`src/rtl/yrgb_pkg.sv`:
```
`timescale 1ns / 1ps

package yrgb_pkg;

  localparam int COEF_FRAC_BITS = 12;

  localparam int PIX_W  = 8;
  localparam int COEF_W = COEF_FRAC_BITS + 2;
  localparam int OFS_W  = COEF_FRAC_BITS + 9;
  localparam int PROD_W = COEF_W + PIX_W;
  localparam int ACC_W  = COEF_FRAC_BITS + 12;

  typedef logic [PIX_W-1:0]         pix_t;
  typedef logic [COEF_W-1:0]        coef_t;
  typedef logic [OFS_W-1:0]         ofs_t;
  typedef logic [PROD_W-1:0]        prod_t;
  typedef logic signed [ACC_W-1:0]  acc_t;

  // coefficient in millionths, times 255 and 2^F, rounded to nearest
  function automatic logic [63:0] scaled(input logic [63:0] millionths);
    return (millionths * 64'd255 * (64'd1 << COEF_FRAC_BITS) + 64'd500000) / 64'd1000000;
  endfunction

  localparam coef_t K_Y  = COEF_W'(scaled(64'd4565));
  localparam coef_t K_RU = COEF_W'(scaled(64'd1));
  localparam coef_t K_RV = COEF_W'(scaled(64'd6250));
  localparam coef_t K_GU = COEF_W'(scaled(64'd1542));
  localparam coef_t K_GV = COEF_W'(scaled(64'd3183));
  localparam coef_t K_BU = COEF_W'(scaled(64'd7935));
  localparam ofs_t  K_R0 = OFS_W'(scaled(64'd872000));
  localparam ofs_t  K_G0 = OFS_W'(scaled(64'd531000));
  localparam ofs_t  K_B0 = OFS_W'(scaled(64'd1088000));

  localparam acc_t CLAMP_TOP = acc_t'(255) <<< COEF_FRAC_BITS;

  typedef struct packed {
    pix_t y1;
    pix_t u;
    pix_t y2;
    pix_t v;
  } yuyv_t;

  typedef struct packed {
    prod_t py1;
    prod_t py2;
    prod_t pru;
    prod_t prv;
    prod_t pgu;
    prod_t pgv;
    prod_t pbu;
  } prod_set_t;

  typedef struct packed {
    prod_t py1;
    prod_t py2;
    acc_t  cr;
    acc_t  cg;
    acc_t  cb;
  } term_set_t;

  typedef struct packed {
    acc_t r1;
    acc_t g1;
    acc_t b1;
    acc_t r2;
    acc_t g2;
    acc_t b2;
  } sum_set_t;

  typedef struct packed {
    pix_t b2;
    pix_t g2;
    pix_t r2;
    pix_t b1;
    pix_t g1;
    pix_t r1;
  } rgb_pair_t;

endpackage

```
`src/rtl/yrgb_mul_stage.sv`:
```
`timescale 1ns / 1ps

module yrgb_mul_stage (
  input  logic                 clk,
  input  logic                 rst_n,
  input  logic                 in_valid,
  output logic                 in_ready,
  input  yrgb_pkg::yuyv_t      in_data,
  output logic                 out_valid,
  input  logic                 out_ready,
  output yrgb_pkg::prod_set_t  out_data
);

  logic                 a_valid_r;
  yrgb_pkg::yuyv_t      a_data_r;
  logic                 a_ready;
  logic                 b_valid_r;
  yrgb_pkg::prod_set_t  b_data_r;
  yrgb_pkg::prod_set_t  b_data_nxt;
  logic                 b_ready;

  assign b_ready  = !b_valid_r || out_ready;
  assign a_ready  = !a_valid_r || b_ready;
  assign in_ready = a_ready;

  always_ff @(posedge clk) begin
    if (!rst_n) begin
      a_valid_r <= 1'b0;
    end else if (a_ready) begin
      a_valid_r <= in_valid;
    end
  end

  always_ff @(posedge clk) begin
    if (a_ready && in_valid) begin
      a_data_r <= in_data;
    end
  end

  always_comb begin
    b_data_nxt.py1 = yrgb_pkg::prod_t'(yrgb_pkg::K_Y)  * yrgb_pkg::prod_t'(a_data_r.y1);
    b_data_nxt.py2 = yrgb_pkg::prod_t'(yrgb_pkg::K_Y)  * yrgb_pkg::prod_t'(a_data_r.y2);
    b_data_nxt.pru = yrgb_pkg::prod_t'(yrgb_pkg::K_RU) * yrgb_pkg::prod_t'(a_data_r.u);
    b_data_nxt.prv = yrgb_pkg::prod_t'(yrgb_pkg::K_RV) * yrgb_pkg::prod_t'(a_data_r.v);
    b_data_nxt.pgu = yrgb_pkg::prod_t'(yrgb_pkg::K_GU) * yrgb_pkg::prod_t'(a_data_r.u);
    b_data_nxt.pgv = yrgb_pkg::prod_t'(yrgb_pkg::K_GV) * yrgb_pkg::prod_t'(a_data_r.v);
    b_data_nxt.pbu = yrgb_pkg::prod_t'(yrgb_pkg::K_BU) * yrgb_pkg::prod_t'(a_data_r.u);
  end

  always_ff @(posedge clk) begin
    if (!rst_n) begin
      b_valid_r <= 1'b0;
    end else if (b_ready) begin
      b_valid_r <= a_valid_r;
    end
  end

  always_ff @(posedge clk) begin
    if (b_ready && a_valid_r) begin
      b_data_r <= b_data_nxt;
    end
  end

  assign out_valid = b_valid_r;
  assign out_data  = b_data_r;

endmodule

```
`src/rtl/yrgb_add_stage.sv`:
```
`timescale 1ns / 1ps

module yrgb_add_stage (
  input  logic                 clk,
  input  logic                 rst_n,
  input  logic                 in_valid,
  output logic                 in_ready,
  input  yrgb_pkg::prod_set_t  in_data,
  output logic                 out_valid,
  input  logic                 out_ready,
  output yrgb_pkg::sum_set_t   out_data
);

  logic                 c_valid_r;
  yrgb_pkg::term_set_t  c_data_r;
  yrgb_pkg::term_set_t  c_data_nxt;
  logic                 c_ready;
  logic                 d_valid_r;
  yrgb_pkg::sum_set_t   d_data_r;
  yrgb_pkg::sum_set_t   d_data_nxt;
  logic                 d_ready;
  yrgb_pkg::acc_t       y1_acc;
  yrgb_pkg::acc_t       y2_acc;

  assign d_ready  = !d_valid_r || out_ready;
  assign c_ready  = !c_valid_r || d_ready;
  assign in_ready = c_ready;

  // fold the chroma products and offsets into one term per channel
  always_comb begin
    c_data_nxt.py1 = in_data.py1;
    c_data_nxt.py2 = in_data.py2;
    c_data_nxt.cr  = yrgb_pkg::acc_t'(in_data.pru) + yrgb_pkg::acc_t'(in_data.prv)
                   - yrgb_pkg::acc_t'(yrgb_pkg::K_R0);
    c_data_nxt.cg  = yrgb_pkg::acc_t'(yrgb_pkg::K_G0) - yrgb_pkg::acc_t'(in_data.pgu)
                   - yrgb_pkg::acc_t'(in_data.pgv);
    c_data_nxt.cb  = yrgb_pkg::acc_t'(in_data.pbu) - yrgb_pkg::acc_t'(yrgb_pkg::K_B0);
  end

  always_ff @(posedge clk) begin
    if (!rst_n) begin
      c_valid_r <= 1'b0;
    end else if (c_ready) begin
      c_valid_r <= in_valid;
    end
  end

  always_ff @(posedge clk) begin
    if (c_ready && in_valid) begin
      c_data_r <= c_data_nxt;
    end
  end

  always_comb begin
    y1_acc        = yrgb_pkg::acc_t'(c_data_r.py1);
    y2_acc        = yrgb_pkg::acc_t'(c_data_r.py2);
    d_data_nxt.r1 = y1_acc + c_data_r.cr;
    d_data_nxt.g1 = y1_acc + c_data_r.cg;
    d_data_nxt.b1 = y1_acc + c_data_r.cb;
    d_data_nxt.r2 = y2_acc + c_data_r.cr;
    d_data_nxt.g2 = y2_acc + c_data_r.cg;
    d_data_nxt.b2 = y2_acc + c_data_r.cb;
  end

  always_ff @(posedge clk) begin
    if (!rst_n) begin
      d_valid_r <= 1'b0;
    end else if (d_ready) begin
      d_valid_r <= c_valid_r;
    end
  end

  always_ff @(posedge clk) begin
    if (d_ready && c_valid_r) begin
      d_data_r <= d_data_nxt;
    end
  end

  assign out_valid = d_valid_r;
  assign out_data  = d_data_r;

endmodule

```
`src/rtl/yrgb_clamp_stage.sv`:
```
`timescale 1ns / 1ps

module yrgb_clamp_stage (
  input  logic                 clk,
  input  logic                 rst_n,
  input  logic                 in_valid,
  output logic                 in_ready,
  input  yrgb_pkg::sum_set_t   in_data,
  output logic                 out_valid,
  input  logic                 out_ready,
  output yrgb_pkg::rgb_pair_t  out_data
);

  logic                 e_valid_r;
  yrgb_pkg::rgb_pair_t  e_data_r;
  yrgb_pkg::rgb_pair_t  e_data_nxt;
  logic                 e_ready;

  function automatic yrgb_pkg::pix_t clamp_ch(input yrgb_pkg::acc_t acc);
    yrgb_pkg::pix_t res;
    if (acc < 0) begin
      res = '0;
    end else if (acc >= yrgb_pkg::CLAMP_TOP) begin
      res = '1;
    end else begin
      res = acc[yrgb_pkg::COEF_FRAC_BITS +: yrgb_pkg::PIX_W];
    end
    return res;
  endfunction

  assign e_ready  = !e_valid_r || out_ready;
  assign in_ready = e_ready;

  always_comb begin
    e_data_nxt.r1 = clamp_ch(in_data.r1);
    e_data_nxt.g1 = clamp_ch(in_data.g1);
    e_data_nxt.b1 = clamp_ch(in_data.b1);
    e_data_nxt.r2 = clamp_ch(in_data.r2);
    e_data_nxt.g2 = clamp_ch(in_data.g2);
    e_data_nxt.b2 = clamp_ch(in_data.b2);
  end

  always_ff @(posedge clk) begin
    if (!rst_n) begin
      e_valid_r <= 1'b0;
    end else if (e_ready) begin
      e_valid_r <= in_valid;
    end
  end

  always_ff @(posedge clk) begin
    if (e_ready && in_valid) begin
      e_data_r <= e_data_nxt;
    end
  end

  assign out_valid = e_valid_r;
  assign out_data  = e_data_r;

endmodule

```
`src/rtl/yuyv_to_rgb_pixel_pair_top.sv`:
```
`timescale 1ns / 1ps
// Inputs pass through stage registers a, b (mul), c, d (add) and e (clamp) in turn.
// Throughput: one YUYV group per cycle while out_tready is high; five register stages.
// A stalled output fills the pipeline; empty stages keep taking input until it is full.
// Reset (rst_n low, synchronous) clears all stage valid bits but not the data registers.

module yuyv_to_rgb_pixel_pair_top (
  input  logic        clk,
  input  logic        rst_n,
  input  logic        in_tvalid,
  output logic        in_tready,
  input  logic [31:0] in_tdata,   // luma_first, chroma_blue, luma_second, chroma_red
  output logic        out_tvalid,
  input  logic        out_tready,
  output logic [47:0] out_tdata   // red_first, green_first, blue_first,
                                  // red_second, green_second, blue_second
);

  yrgb_pkg::yuyv_t      in_group;
  logic                 mul_valid;
  logic                 mul_ready;
  yrgb_pkg::prod_set_t  mul_data;
  logic                 add_valid;
  logic                 add_ready;
  yrgb_pkg::sum_set_t   add_data;
  yrgb_pkg::rgb_pair_t  rgb_data;

  assign in_group.y1 = in_tdata[7:0];
  assign in_group.u  = in_tdata[15:8];
  assign in_group.y2 = in_tdata[23:16];
  assign in_group.v  = in_tdata[31:24];

  yrgb_mul_stage u_mul (
    .clk       (clk),
    .rst_n     (rst_n),
    .in_valid  (in_tvalid),
    .in_ready  (in_tready),
    .in_data   (in_group),
    .out_valid (mul_valid),
    .out_ready (mul_ready),
    .out_data  (mul_data)
  );

  yrgb_add_stage u_add (
    .clk       (clk),
    .rst_n     (rst_n),
    .in_valid  (mul_valid),
    .in_ready  (mul_ready),
    .in_data   (mul_data),
    .out_valid (add_valid),
    .out_ready (add_ready),
    .out_data  (add_data)
  );

  yrgb_clamp_stage u_clamp (
    .clk       (clk),
    .rst_n     (rst_n),
    .in_valid  (add_valid),
    .in_ready  (add_ready),
    .in_data   (add_data),
    .out_valid (out_tvalid),
    .out_ready (out_tready),
    .out_data  (rgb_data)
  );

  assign out_tdata = {rgb_data.b2, rgb_data.g2, rgb_data.r2,
                      rgb_data.b1, rgb_data.g1, rgb_data.r1};

endmodule
```
`config.mk`:
```
export PLATFORM = sky130hd
export DESIGN_NAME = yuyv_to_rgb_pixel_pair_top
export DESIGN_NICKNAME = d
export VERILOG_FILES = /design/src/rtl/yrgb_pkg.sv /design/src/rtl/yrgb_mul_stage.sv /design/src/rtl/yrgb_add_stage.sv /design/src/rtl/yrgb_clamp_stage.sv /design/src/rtl/yuyv_to_rgb_pixel_pair_top.sv
export SDC_FILE = /design/constraint.sdc
export NUM_CORES = 1
export LEC_CHECK = 0
export BUFFER_PORTS_ARGS = -buffer_cell sky130_fd_sc_hd__clkbuf_2
export CAP_MARGIN = 20
export CORE_MARGIN = 1
export CORE_UTILIZATION = 30
export CTS_CLUSTER_DIAMETER = 80
export CTS_CLUSTER_SIZE = 16
export DETAILED_ROUTE_END_ITERATION = 16
export GPL_TIMING_DRIVEN = 0
export HOLD_SLACK_MARGIN = 0.05
export REMOVE_ABC_BUFFERS = 1
export SYNTH_ARGS = -nofsm -noshare
export SYNTH_HDL_FRONTEND = slang
export SYNTH_SLANG_ARGS = --single-unit
```
`constraint.sdc`:
```
create_clock -name clk -period 21 [get_ports clk]
set_input_delay 2.1 -clock clk [delete_from_list [all_inputs] [get_ports clk]]
set_output_delay 2.1 -clock clk [all_outputs]
set_load 0.01 [all_outputs]
```
==> impl_metrics.json <==
{
  "status": "finished clean",
  "grt_use_met3_pct": 1.33,
  "post-dp-hpwl_microns": 40800,
  "grt-ovfl-total": 0,
  "postCtsSetupRepairBufs": 0,
  "synth_area_per_cell_sq_um": 11.5,
  "die-area_sq_mm": 0.0790,
  "fillers": 7551,
  "area_growth_pct": 12.1,
  "synth.yosys.seq_area_share_pct": 44.8,
  "grt_setup_unrepaired": "false",
  "drc": 0,
  "path_max_fanout": 6,
  "drt_iter0_drc": 621,
  "period_needed_ns": 5.51,
  "clk_pin_slew_ns": 0.07,
  "numCtsBuffers": 28,
  "fin_nets": 2581,
  "synthArstFlopShare_pct": 0,
  "vdd_ir_drop_max_mv": 0.0729,
  "numClockSinks": 350,
  "postSynthCellCount": 2029,
  "fin_skew_ns": 0.0415,
  "leakagePower_nw": 11.1,
  "cts_tree": "yes",
  "cp_top_family": "simple AND/OR/NAND/NOR gates",
  "yosysWarnings": 0,
  "synth_area_leader_cell": "edfxtp_1",
  "p_total_mw": 2.73,
  "tns_ns": 0,
  "first_pass_iters": 5,
  "hold_start": "u_mul.out_data[139]",
  "slowest_stage": "and3_1",
  "rows": 101,
  "rr_endpoint": "u_mul.out_data[41]",
  "grt.total_usage_pct": 12.5,
  "start_kind": "input pin",
  "top_usage_layer": "met2",
  "critPathKind": "input pin to output port",
  "synth_common_cells": "edfxtp_1 (345), ha_1 (327), inv_1 (270), a21oi_1 (161), xnor2_1 (116)",
  "die_height_microns": 281,
  "cts_htree_levels": 1,
  "viasPerCell": 4.63,
  "final-setup-viol-count": 0,
  "power_density_mw_per_mm2": 104,
  "ys_ff_latch": 350,
  "cp_cell_sequence": "clkbuf_2, nor2b_1, and3_1, nand3_1, clkbuf_2",
  "timing.rr.start": "u_mul.a_data_r[2]",
  "netlist_area_sq_mm": 0.0234,
  "maxCapViolations": 0,
  "antenna_found_initial": 0,
  "r2r_cells": 17,
  "holdPathEnd": "u_add.c_data_r[101]",
  "antenna_cells": 0,
  "synth_area_leaders": "edfxtp_1 (44%), ha_1 (18%), fa_1 (6.3%)",
  "ant_nets": 0,
  "grt_max_degree": 38,
  "cp.required_ns": 18.90,
  "start_util_pct": 30.6,
  "slowest_delay_ns": 0.50,
  "grt.met2_usage_pct": 22.9,
  "cpMostUsedCell": "clkbuf_2",
  "worstMarginPinSlew_ns": 1.03,
  "register_area_sq_mm": 0.0105,
  "crit_path_end_kind": "output port",
  "grt_pass1_vias": 15005,
  "cts_buffer_depth": 3,
  "use_met1_pct": 15.5,
  "min_path_type": "flip-flop to flip-flop",
  "crit_arrival_ns": 3.41,
  "hold_violations": 0,
  "grt_pass1_wl_microns": 78900,
  "yosysMostFrequentCell": "edfxtp_1",
  "cp.buffers_inverters": 2,
  "gp_congestion": 0.887,
  "coreArea_sq_mm": 0.0765,
  "pin_count": 86,
  "layout-drive-gt1-share_pct": 7.72,
  "synth_flop_cell": "edfxtp_1",
  "slew_violations": 0,
  "clock_latency_ns": 0.60,
  "vias": 14796,
  "post_cts_resized": 0,
  "synth_top_area_share_pct": 44.3,
  "slew_headroom_pct": 30.9,
  "routed_wl_microns": 49500,
  "clockRootBuffer": "clkbuf_16",
  "avgRoutedWirePerCell_microns": 15.5,
  "postCtsHoldBufs": 0,
  "fmax_mhz": 182,
  "synth_cell_type_count": 79,
  "die_x_microns": 281,
  "synth_edf_count": 345,
  "multiInputGateArea_sq_mm": 0.0119,
  "io_buffer_count": 85,
  "hold_depth": 0,
  "r2r_slack_ns": 16.02,
  "period_share_pct": 26.2
}
==> metal layers <==
metal  share of wire (%)  vias to the layer above  wire length [microns]
li1                    -                     7505                      -
met1                  45                     7043                  22100
met2                  50                      197                  24800
met3                 3.0                       51                   1490
met4                 2.1                        0                   1050
met5                   0                        -                      0
==> sequential cells by signal, summed over array words and instances, names as in the netlist <==
| signal | count |
|---|---|
| u_clamp.out_data | 48 |
| u_mul.out_data | 105 |
| u_mul.a_valid_r | 1 |
| u_add.c_data_r | 88 |
| u_add.out_data | 72 |
| u_mul.a_data_r | 32 |
| u_add.out_valid | 1 |
| u_add.c_valid_r | 1 |
| u_mul.out_valid | 1 |
| u_clamp.out_valid | 1 |
==> placed cells by master (no fill, tap or decap), drive strengths merged, types with 10 or more instances in the layout <==
cell / synthesis / final
a211oi: 15 / 15
inv: 270 / 272
nor2b: 30 / 30
o21bai: 18 / 18
fa: 73 / 73
edfxtp: 345 / 345
xnor2: 116 / 116
nand2b: 11 / 11
and3: 16 / 16
buf: 11 / 10
a21boi: 12 / 12
xor2: 60 / 60
o21ai: 61 / 61
ha: 327 / 327
nand2: 75 / 75
nor2: 113 / 113
nand4: 19 / 19
nand3: 35 / 35
clkbuf: 1 / 128
nor3: 32 / 32
o21a: 32 / 32
a21oi: 162 / 162
a31oi: 19 / 19
a21o: 58 / 58
==> layout make-up <==
class,instances,share of cell area [%]
Clock buffer,40,3.01
Clock inverter,8,0.373
Inverter,270,3.87
Multi-Input combinational cell,1397,45.4
Sequential cell,350,39.9
Tap cell,1030,4.92
Timing Repair Buffer,98,2.50
==> per-stage QoR <==
step           util (%)  instance area [sq um]  hold slack, ns  instances  worst slack, ns
2_1_floorplan         -                  23300           0.400       2017            10.26
3_3_place_gp       32.7                  25000           0.405       3132             7.33
3_5_place_dp       33.1                  25300           0.405       3142            15.49
4_1_cts            34.2                  26200           0.421       3190            15.49
5_1_grt            34.2                  26200           0.429       3193            15.38
6_report           34.2                  26200           0.420       3193            15.49
==> kinds of logic after synthesis <==
group	count (synthesis)	share of synthesized area [%]
adder cells (fa/ha/maj)	400	23.8
flip-flops	350	44.8
AND/OR/NAND/NOR	384	8.15
multiplexers	1	0.0429
buffers and inverters	282	4.59
AO/OA/AOI/OAI	436	12.1
XOR/XNOR	176	6.60
==> worst max-delay path by stage <==
stage / to / slack (ns) / cells after the start / startpoint
floorplan: u_mul.out_data[10] / 10.26 / 3 / out_tready
global placement: u_mul.out_data[84] / 7.33 / 4 / out_tready
detailed placement: in_tready / 15.49 / 5 / out_tready
CTS: in_tready / 15.49 / 5 / out_tready
global route: in_tready / 15.38 / 5 / out_tready
finish: in_tready / 15.49 / 5 / out_tready
==> power breakdown <==
group	internal [mW]	switching, mW	leakage, nW
clock	0.276	0.252	0.418
sequential	0.930	0.0552	3.24
combinational	0.535	0.682	7.42
total	1.74	0.989	11.1
No activity file was read; power rests on OpenSTA's default activity.
